### src/rtl/wildcard_byte_pattern_scan_macros.svh
// Assertion macros shared by the pattern scan RTL.
// Included by files that carry concurrent checks; no other dependencies.
`ifndef WILDCARD_BYTE_PATTERN_SCAN_MACROS_SVH
`define WILDCARD_BYTE_PATTERN_SCAN_MACROS_SVH

// Same-cycle implication, disabled during reset.
`define WBPS_ASSERT_NOW(label, clk, rst_n, ante, cons) \
    label: assert property (@(posedge clk) disable iff (!(rst_n)) (ante) |-> (cons)) \
        else $error("wbps: same-cycle check failed");

// Next-cycle implication, disabled during reset.
`define WBPS_ASSERT_NEXT(label, clk, rst_n, ante, cons) \
    label: assert property (@(posedge clk) disable iff (!(rst_n)) (ante) |=> (cons)) \
        else $error("wbps: next-cycle check failed");

`endif

### src/rtl/wbps_pkg.sv
// Shared types and constants for the wildcard byte pattern scan.
// No dependencies; used by wbps_match and wildcard_byte_pattern_scan.
`timescale 1ns / 1ps

package wbps_pkg;

    localparam int PAT_REG_BYTES = 32;
    localparam int CFG_DATA_W    = 64;
    localparam int CFG_INDEX_W   = 3;
    localparam int LEN_CFG_W     = 6;
    localparam int RESULT_OFF_W  = 32;

    typedef enum logic [CFG_INDEX_W-1:0] {
        REG_PATTERN_WORD_0 = 3'd0,
        REG_PATTERN_WORD_1 = 3'd1,
        REG_PATTERN_WORD_2 = 3'd2,
        REG_PATTERN_WORD_3 = 3'd3,
        REG_CARE_MASK      = 3'd4,
        REG_PATTERN_LENGTH = 3'd5
    } t_cfg_reg;

    typedef struct packed {
        logic [PAT_REG_BYTES*8-1:0] pattern;
        logic [PAT_REG_BYTES-1:0]   care;
        logic [LEN_CFG_W-1:0]       length;
    } t_cfg;

endpackage

### src/rtl/wbps_match.sv
// Masked compare of the byte window against the configured pattern.
// Depends on wbps_pkg for the configuration struct.
`timescale 1ns / 1ps

module wbps_match #(
    parameter int MAX_PATTERN_BYTES = 32
) (
    input  logic [MAX_PATTERN_BYTES*8-1:0]        i_window,
    input  wbps_pkg::t_cfg                        i_cfg,
    input  logic [$clog2(MAX_PATTERN_BYTES+1)-1:0] i_len,
    output logic                                  o_hit
);

    localparam int WIN_W = MAX_PATTERN_BYTES * 8;
    localparam int LEN_W = $clog2(MAX_PATTERN_BYTES + 1);

    logic [WIN_W-1:0]             w_rev;
    logic [WIN_W-1:0]             w_aligned;
    logic [LEN_W-1:0]             w_shift;
    logic [MAX_PATTERN_BYTES-1:0] w_ok;

    // oldest window byte lands in the lowest slot
    for (genvar k = 0; k < MAX_PATTERN_BYTES; k++) begin : g_rev
        assign w_rev[8*k +: 8] = i_window[8*(MAX_PATTERN_BYTES-1-k) +: 8];
    end

    // drop the bytes older than the pattern; pattern byte j then sits in slot j
    assign w_shift   = LEN_W'(MAX_PATTERN_BYTES) - i_len;
    assign w_aligned = w_rev >> {w_shift, 3'b000};

    for (genvar j = 0; j < MAX_PATTERN_BYTES; j++) begin : g_cmp
        if (j < wbps_pkg::PAT_REG_BYTES) begin : g_reg
            assign w_ok[j] = (i_len <= LEN_W'(j)) || !i_cfg.care[j]
                          || (i_cfg.pattern[8*j +: 8] == w_aligned[8*j +: 8]);
        end else begin : g_wild
            assign w_ok[j] = 1'b1;
        end
    end

    assign o_hit = &w_ok;

endmodule

### src/rtl/wildcard_byte_pattern_scan.sv
// Top level of the wildcard byte pattern scan.
// Depends on wbps_pkg, wbps_match and wildcard_byte_pattern_scan_macros.svh.
`timescale 1ns / 1ps
//
// Usage:
//   Input channel (i_in_valid / o_in_ready) carries one buffer byte per transfer,
//   with i_last_byte marking the final byte of a buffer. Output channel
//   (o_out_valid / i_out_ready) carries at most one result per buffer: found with
//   the start offset of the first match, or not found (offset 0) on the last byte.
//   Bytes after a reported match are dropped until the buffer ends.
//   The user writes pattern, care mask and length through the cfg port only while
//   the block is idle (not enforced); writes take effect at the next clock edge.
//   The byte that completes a result is registered in the window stage, and the
//   result is then registered in the output register once that register is free.
//   Throughput: one byte per cycle while the receiver does not stall; the window
//   shift register feeds the masked compare behind it.
//   Reset clears the byte count, the reported flag, the valid flags of both pipeline
//   stages and the configuration (length 1, everything else zero).
//   When the receiver stalls, one result is held in the output register and one
//   byte in the window stage; o_in_ready then drops until the output is taken.
//
module wildcard_byte_pattern_scan #(
    parameter int MAX_PATTERN_BYTES = 32,
    parameter int OFFSET_BITS       = 32
) (
    input  logic                                i_clk,
    input  logic                                i_rst_n,
    input  logic                                i_cfg_wr_en,
    input  logic [wbps_pkg::CFG_INDEX_W-1:0]    i_cfg_index,
    input  logic [wbps_pkg::CFG_DATA_W-1:0]     i_cfg_wdata,
    input  logic                                i_in_valid,
    output logic                                o_in_ready,
    input  logic [7:0]                          i_data_byte,
    input  logic                                i_last_byte,
    output logic                                o_out_valid,
    input  logic                                i_out_ready,
    output logic                                o_found,
    output logic [wbps_pkg::RESULT_OFF_W-1:0]   o_match_offset
);

`include "wildcard_byte_pattern_scan_macros.svh"

    localparam int WIN_W = MAX_PATTERN_BYTES * 8;
    localparam int LEN_W = $clog2(MAX_PATTERN_BYTES + 1);
    localparam int CMP_W = (LEN_W > wbps_pkg::LEN_CFG_W) ? LEN_W : wbps_pkg::LEN_CFG_W;
    localparam logic [OFFSET_BITS-1:0] SEEN_MAX = {OFFSET_BITS{1'b1}};

    wbps_pkg::t_cfg r_cfg;

    logic [WIN_W-1:0]       r_window, n_window;
    logic [OFFSET_BITS-1:0] r_seen,   n_seen;
    logic                   r_s1_valid, n_s1_valid;
    logic                   r_s1_last,  n_s1_last;
    logic                   r_reported, n_reported;
    logic                   r_out_valid, n_out_valid;
    logic                   r_found,     n_found;
    logic [wbps_pkg::RESULT_OFF_W-1:0] r_offset, n_offset;

    logic [LEN_W-1:0]       w_len;
    logic                   w_hit;
    logic                   w_hit_ok;
    logic                   w_produce;
    logic                   w_out_free;
    logic                   w_in_fire;
    logic                   w_s1_fire;
    logic [OFFSET_BITS-1:0] w_diff;
    logic [63:0]            w_diff_ext;

    // configuration registers
    always_ff @(posedge i_clk) begin
        if (!i_rst_n) begin
            r_cfg.pattern <= '0;
            r_cfg.care    <= '0;
            r_cfg.length  <= wbps_pkg::LEN_CFG_W'(1);
        end else if (i_cfg_wr_en) begin
            case (wbps_pkg::t_cfg_reg'(i_cfg_index))
                wbps_pkg::REG_PATTERN_WORD_0: r_cfg.pattern[63:0]    <= i_cfg_wdata;
                wbps_pkg::REG_PATTERN_WORD_1: r_cfg.pattern[127:64]  <= i_cfg_wdata;
                wbps_pkg::REG_PATTERN_WORD_2: r_cfg.pattern[191:128] <= i_cfg_wdata;
                wbps_pkg::REG_PATTERN_WORD_3: r_cfg.pattern[255:192] <= i_cfg_wdata;
                wbps_pkg::REG_CARE_MASK:      r_cfg.care   <= i_cfg_wdata[31:0];
                wbps_pkg::REG_PATTERN_LENGTH: r_cfg.length <= i_cfg_wdata[5:0];
                default: ;
            endcase
        end
    end

    // clamp the programmed length to 1..MAX_PATTERN_BYTES
    always_comb begin
        if (r_cfg.length == '0) begin
            w_len = LEN_W'(1);
        end else if (CMP_W'(r_cfg.length) > CMP_W'(MAX_PATTERN_BYTES)) begin
            w_len = LEN_W'(MAX_PATTERN_BYTES);
        end else begin
            w_len = LEN_W'(r_cfg.length);
        end
    end

    wbps_match #(
        .MAX_PATTERN_BYTES (MAX_PATTERN_BYTES)
    ) u_match (
        .i_window (r_window),
        .i_cfg    (r_cfg),
        .i_len    (w_len),
        .o_hit    (w_hit)
    );

    assign w_out_free = !r_out_valid || i_out_ready;
    assign w_s1_fire  = r_s1_valid && w_out_free;
    assign o_in_ready = !r_s1_valid || w_out_free;
    assign w_in_fire  = i_in_valid && o_in_ready;

    assign w_hit_ok   = !r_reported && (r_seen >= OFFSET_BITS'(w_len)) && w_hit;
    assign w_produce  = w_hit_ok || (r_s1_last && !r_reported);
    assign w_diff     = r_seen - OFFSET_BITS'(w_len);
    assign w_diff_ext = 64'(w_diff);

    always_comb begin
        n_window    = r_window;
        n_seen      = r_seen;
        n_s1_valid  = r_s1_valid;
        n_s1_last   = r_s1_last;
        n_reported  = r_reported;
        n_out_valid = r_out_valid;
        n_found     = r_found;
        n_offset    = r_offset;

        // window stage: shift in the byte, restart the count after a buffer end
        if (w_in_fire) begin
            n_window   = {r_window[WIN_W-9:0], i_data_byte};
            n_s1_last  = i_last_byte;
            n_s1_valid = 1'b1;
            if (r_s1_last) begin
                n_seen = OFFSET_BITS'(1);
            end else if (r_seen != SEEN_MAX) begin
                n_seen = r_seen + OFFSET_BITS'(1);
            end
        end else if (w_s1_fire) begin
            n_s1_valid = 1'b0;
        end

        // result stage
        if (w_s1_fire) begin
            n_out_valid = w_produce;
            n_found     = w_hit_ok;
            n_offset    = w_hit_ok ? w_diff_ext[wbps_pkg::RESULT_OFF_W-1:0] : '0;
            n_reported  = r_s1_last ? 1'b0 : (r_reported || w_hit_ok);
        end else if (i_out_ready) begin
            n_out_valid = 1'b0;
        end
    end

    always_ff @(posedge i_clk) begin
        if (!i_rst_n) begin
            r_seen      <= '0;
            r_s1_valid  <= 1'b0;
            r_s1_last   <= 1'b0;
            r_reported  <= 1'b0;
            r_out_valid <= 1'b0;
        end else begin
            r_seen      <= n_seen;
            r_s1_valid  <= n_s1_valid;
            r_s1_last   <= n_s1_last;
            r_reported  <= n_reported;
            r_out_valid <= n_out_valid;
        end
    end

    always_ff @(posedge i_clk) begin
        r_window <= n_window;
        r_found  <= n_found;
        r_offset <= n_offset;
    end

    assign o_out_valid    = r_out_valid;
    assign o_found        = r_found;
    assign o_match_offset = r_offset;

    `WBPS_ASSERT_NOW(a_stage_has_count, i_clk, i_rst_n, r_s1_valid, r_seen != '0)
    `WBPS_ASSERT_NOW(a_stall_source, i_clk, i_rst_n, !o_in_ready, r_s1_valid && r_out_valid)
    `WBPS_ASSERT_NOW(a_miss_offset_zero, i_clk, i_rst_n, o_out_valid && !o_found, o_match_offset == '0)
    `WBPS_ASSERT_NEXT(a_hit_marks_reported, i_clk, i_rst_n, w_s1_fire && w_hit_ok && !r_s1_last, r_reported)

endmodule

### config.mk
export PLATFORM = sky130hd
export DESIGN_NAME = wildcard_byte_pattern_scan
export DESIGN_NICKNAME = d
export VERILOG_FILES = /design/src/rtl/wbps_pkg.sv /design/src/rtl/wbps_match.sv /design/src/rtl/wildcard_byte_pattern_scan.sv
export VERILOG_INCLUDE_DIRS = /design/src /design/src/rtl
export SDC_FILE = /design/constraint.sdc
export NUM_CORES = 2
export LEC_CHECK = 0
export ABC_AREA = 1
export BUFFER_PORTS_ARGS = -buffer_cell sky130_fd_sc_hd__buf_2
export CAP_MARGIN = 20
export CORE_UTILIZATION = 45
export CTS_BUF_LIST = sky130_fd_sc_hd__clkbuf_8
export CTS_CLUSTER_DIAMETER = 150
export DETAILED_ROUTE_END_ITERATION = 10
export SLEW_MARGIN = 30
export SYNTH_ARGS = -nofsm -noshare
export SYNTH_HDL_FRONTEND = slang
export SYNTH_SLANG_ARGS = --single-unit
### constraint.sdc
create_clock -name i_clk -period 13.2 [get_ports i_clk]
set_input_delay 1.32 -clock i_clk [delete_from_list [all_inputs] [get_ports i_clk]]
set_output_delay 1.32 -clock i_clk [all_outputs]
set_load 0.02 [all_outputs]
==> impl_metrics.ini <==
[layout]
drive_above_1_share_pct = 5.66
area_growth_pct = 7.05
nNetsFinal = 6489
register_area_um2 = 15300
final_core_util_pct = 48.9
multi_input_area_um2 = 23000
fillCellCount = 9780

[detailed_routing]
routed_via_density = 5.82
vias = 45091
routed_wl_um = 168000
ant_nets = 0
drc = 0
first_pass_iters = 6
routedWlPerCell_um = 21.7
drtIter0Drc = 5194

[synthesis]
ys_ff_latch = 619
synth_cell_types = 51
synth_cells = 6554
synth_ff_type = dfxtp_1
async_reset_ff_share_pct = 0
netlist_area_um2 = 42100
synth_edf_count = 289
synth_warnings = 0
yosysSeqAreaShare_pct = 36.3
avgSynthCellArea_um2 = 6.42
synth_fp_nets = 6646

[floorplanning]
core_um2 = 92100
io_pins = 116
row_count = 111
start_util_pct = 45.7
dieArea_um2 = 94700
die_width_um = 308
die_h_um = 308

[worst_hold_path]
hold_class = register to register

[clocking]
cts_root_buffer = clkbuf_8
post_cts_resized = 0
clockBufferDepth = 3
cts.htree.levels = 3
cts_hold_buf = 0
cts_sinks = 619
cts_setup_buffers = 0
numCtsBuffers = 114
cts_tree = yes
path_clk_slew_ns = 0.07
worstSkewPairLatency_ns = 0.82

[global_route]
grt_overflow = 0
grt_antenna_before_repair = 9
grt_pass1_vias = 39347
grt_usage_pct = 34.8
grt_max_degree = 147
grt_pass1_wl_um = 250000

[critical_path]
crit_fanout = 73
cp.required_ns = 13.80
critPathKind = register to register
worstPathArrival_ns = 8.36
endpoint_kind = register
start_kind = register

[run_status]
status = finished clean

[sta]
period_minus_slack_ns = 7.77
post-route-period-util_pct = 58.8
slew_viol_final = 0
finalSetupViolations = 0
worst_pin_slew_ns = 1.05
tns_ns = 0
rsz0062_at_grt = false
fin_skew_ns = 0.0699
fmax_mhz = 129
slew_headroom_pct = 29.5
hold_viol_final = 0

[pwr]
peakVddDrop_mv = 0.0849
p_leak_nw = 20.4
powerDensity_nw_per_um2 = 126

[placement]
portBuffers = 115
gp_congestion = 1.02
dp_hpwl_um = 118000

[job]
max_cap_violations = 0
## kinds of logic after synthesis
family          after synthesis  share of synthesized area, %
fa+ha+maj                    11                         0.345
compound gates              645                          7.92
simple gates               4292                          44.7
flops                       619                          36.3
xor+xnor                     75                          1.56
buf+inv                     912                          9.09
## flip-flops by register name (all words and copies together), names as in the netlist, 32 cells and up
register and cells:
r_cfg 294, r_seen 32, r_window 256, o_match_offset 32
## per-stage QoR
stage	setup WS, ns	hold slack [ns]	std cells	instance area [um^2]	total power, mW
6_report	5.43	0.414	7742	45000	5.65
5_1_grt	4.87	0.442	7741	45000	5.92
3_3_place_gp	5.66	0.429	7522	42700	3.78
4_1_cts	5.53	0.425	7739	45000	5.65
3_5_place_dp	5.59	0.432	7523	42700	3.78
2_1_floorplan	3.82	0.426	6554	42100	3.30
## routing by layer
metal / vias to the layer above / track usage [%] / wire length (um)
li1: 21614 / - / -
met1: 21040 / 47.0 / 70800
met2: 2044 / 53.0 / 73300
met3: 385 / 5.65 / 13600
met4: 8 / 19.1 / 10400
met5: - / 0 / 52
## path summary, 6_finish.rpt
| kind | cells past startpoint | endpoint | startpoint | slack [ns] |
|---|---|---|---|---|
| max reg2reg | 27 | o_match_offset[5] | r_cfg[5] | 5.43 |
| min reg2reg | 0 | r_window[73] | r_window[65] | 0.41 |
| max | 27 | o_match_offset[5] | r_cfg[5] | 5.43 |
| min | 0 | r_window[73] | r_window[65] | 0.41 |
## cells in the final DEF, fill, tap and decap left out, types with 3 or more instances in the layout
master and n:
a211oi_1 7, a21oi_1 224, a21oi_2 6, a31oi_1 6
a41oi_1 3, and2_1 5, buf_2 114, buf_4 43
clkbuf_8 141, clkinv_1 14, clkinv_2 14, clkinvlp_4 3
dfxtp_1 330, edfxtp_1 289, ha_1 9, inv_1 505
inv_2 5, inv_4 3, inv_8 5, nand2_1 1930
nand2_4 4, nand3_1 1716, nand3b_1 57, nand4_1 77
nor2_1 442, nor2_2 7, nor2_4 3, nor3_1 29
nor4_1 7, o21ai_0 364, o21ai_1 20, o31ai_1 3
or2_2 3, xnor2_1 24, xor2_1 51
## critical path, cell delays in order, from the launching register on
cell	delay, ns
dfxtp_1	0.47
nor2_8	0.26
nand3_4	0.38
nand2_8	0.52
inv_1	0.12
ha_1	0.29
inv_1	0.18
nor2_1	0.10
nor2_4	0.15
buf_4	0.62
buf_4	0.76
buf_4	0.75
nand3_1	0.14
nand2_1	0.23
nand2_1	0.10
nand3_1	0.13
nand3_1	0.09
nand2_1	0.12
nand2_1	0.14
nor2_1	0.12
nand2_1	0.07
nand2_1	0.05
nand2_1	0.05
nor2_1	0.31
nand2_1	0.12
nor2_2	0.16
nand2_2	0.43
nor3b_1	0.34
## cell type report
cell class / instances / area share, %
multi-input cells: 5023 / 51.2
flip-flops and latches: 619 / 33.9
clock buffers: 140 / 4.28
inverters: 475 / 4.06
well taps: 1243 / 3.45
repair buffers: 164 / 2.28
clock inverters: 76 / 0.784
diodes: 2 / 0.0111
## report_power, final
group / internal, mW / switching (mW) / total [mW]
combinational: 0.422 / 1.17 / 1.60
clock: 0.973 / 0.895 / 1.87
sequential: 2.12 / 0.0642 / 2.19
## synthesized netlist by cell type, types with 24 or more instances
library cell	n	area, um^2
nand2_1	1933	7260
nand4_1	77	482
nor3_1	30	150
edfxtp_1	289	8680
xnor2_1	24	210
nand3b_1	57	428
a21oi_1	224	1120
xor2_1	51	447
buf_2	203	1020
inv_1	464	1740
nor2_1	445	1670
dfxtp_1	330	6610
buf_4	24	180
clkbuf_1	185	694
nand3_1	1717	8590
o21ai_0	364	1820
Power figures use the tool's default switching activity.
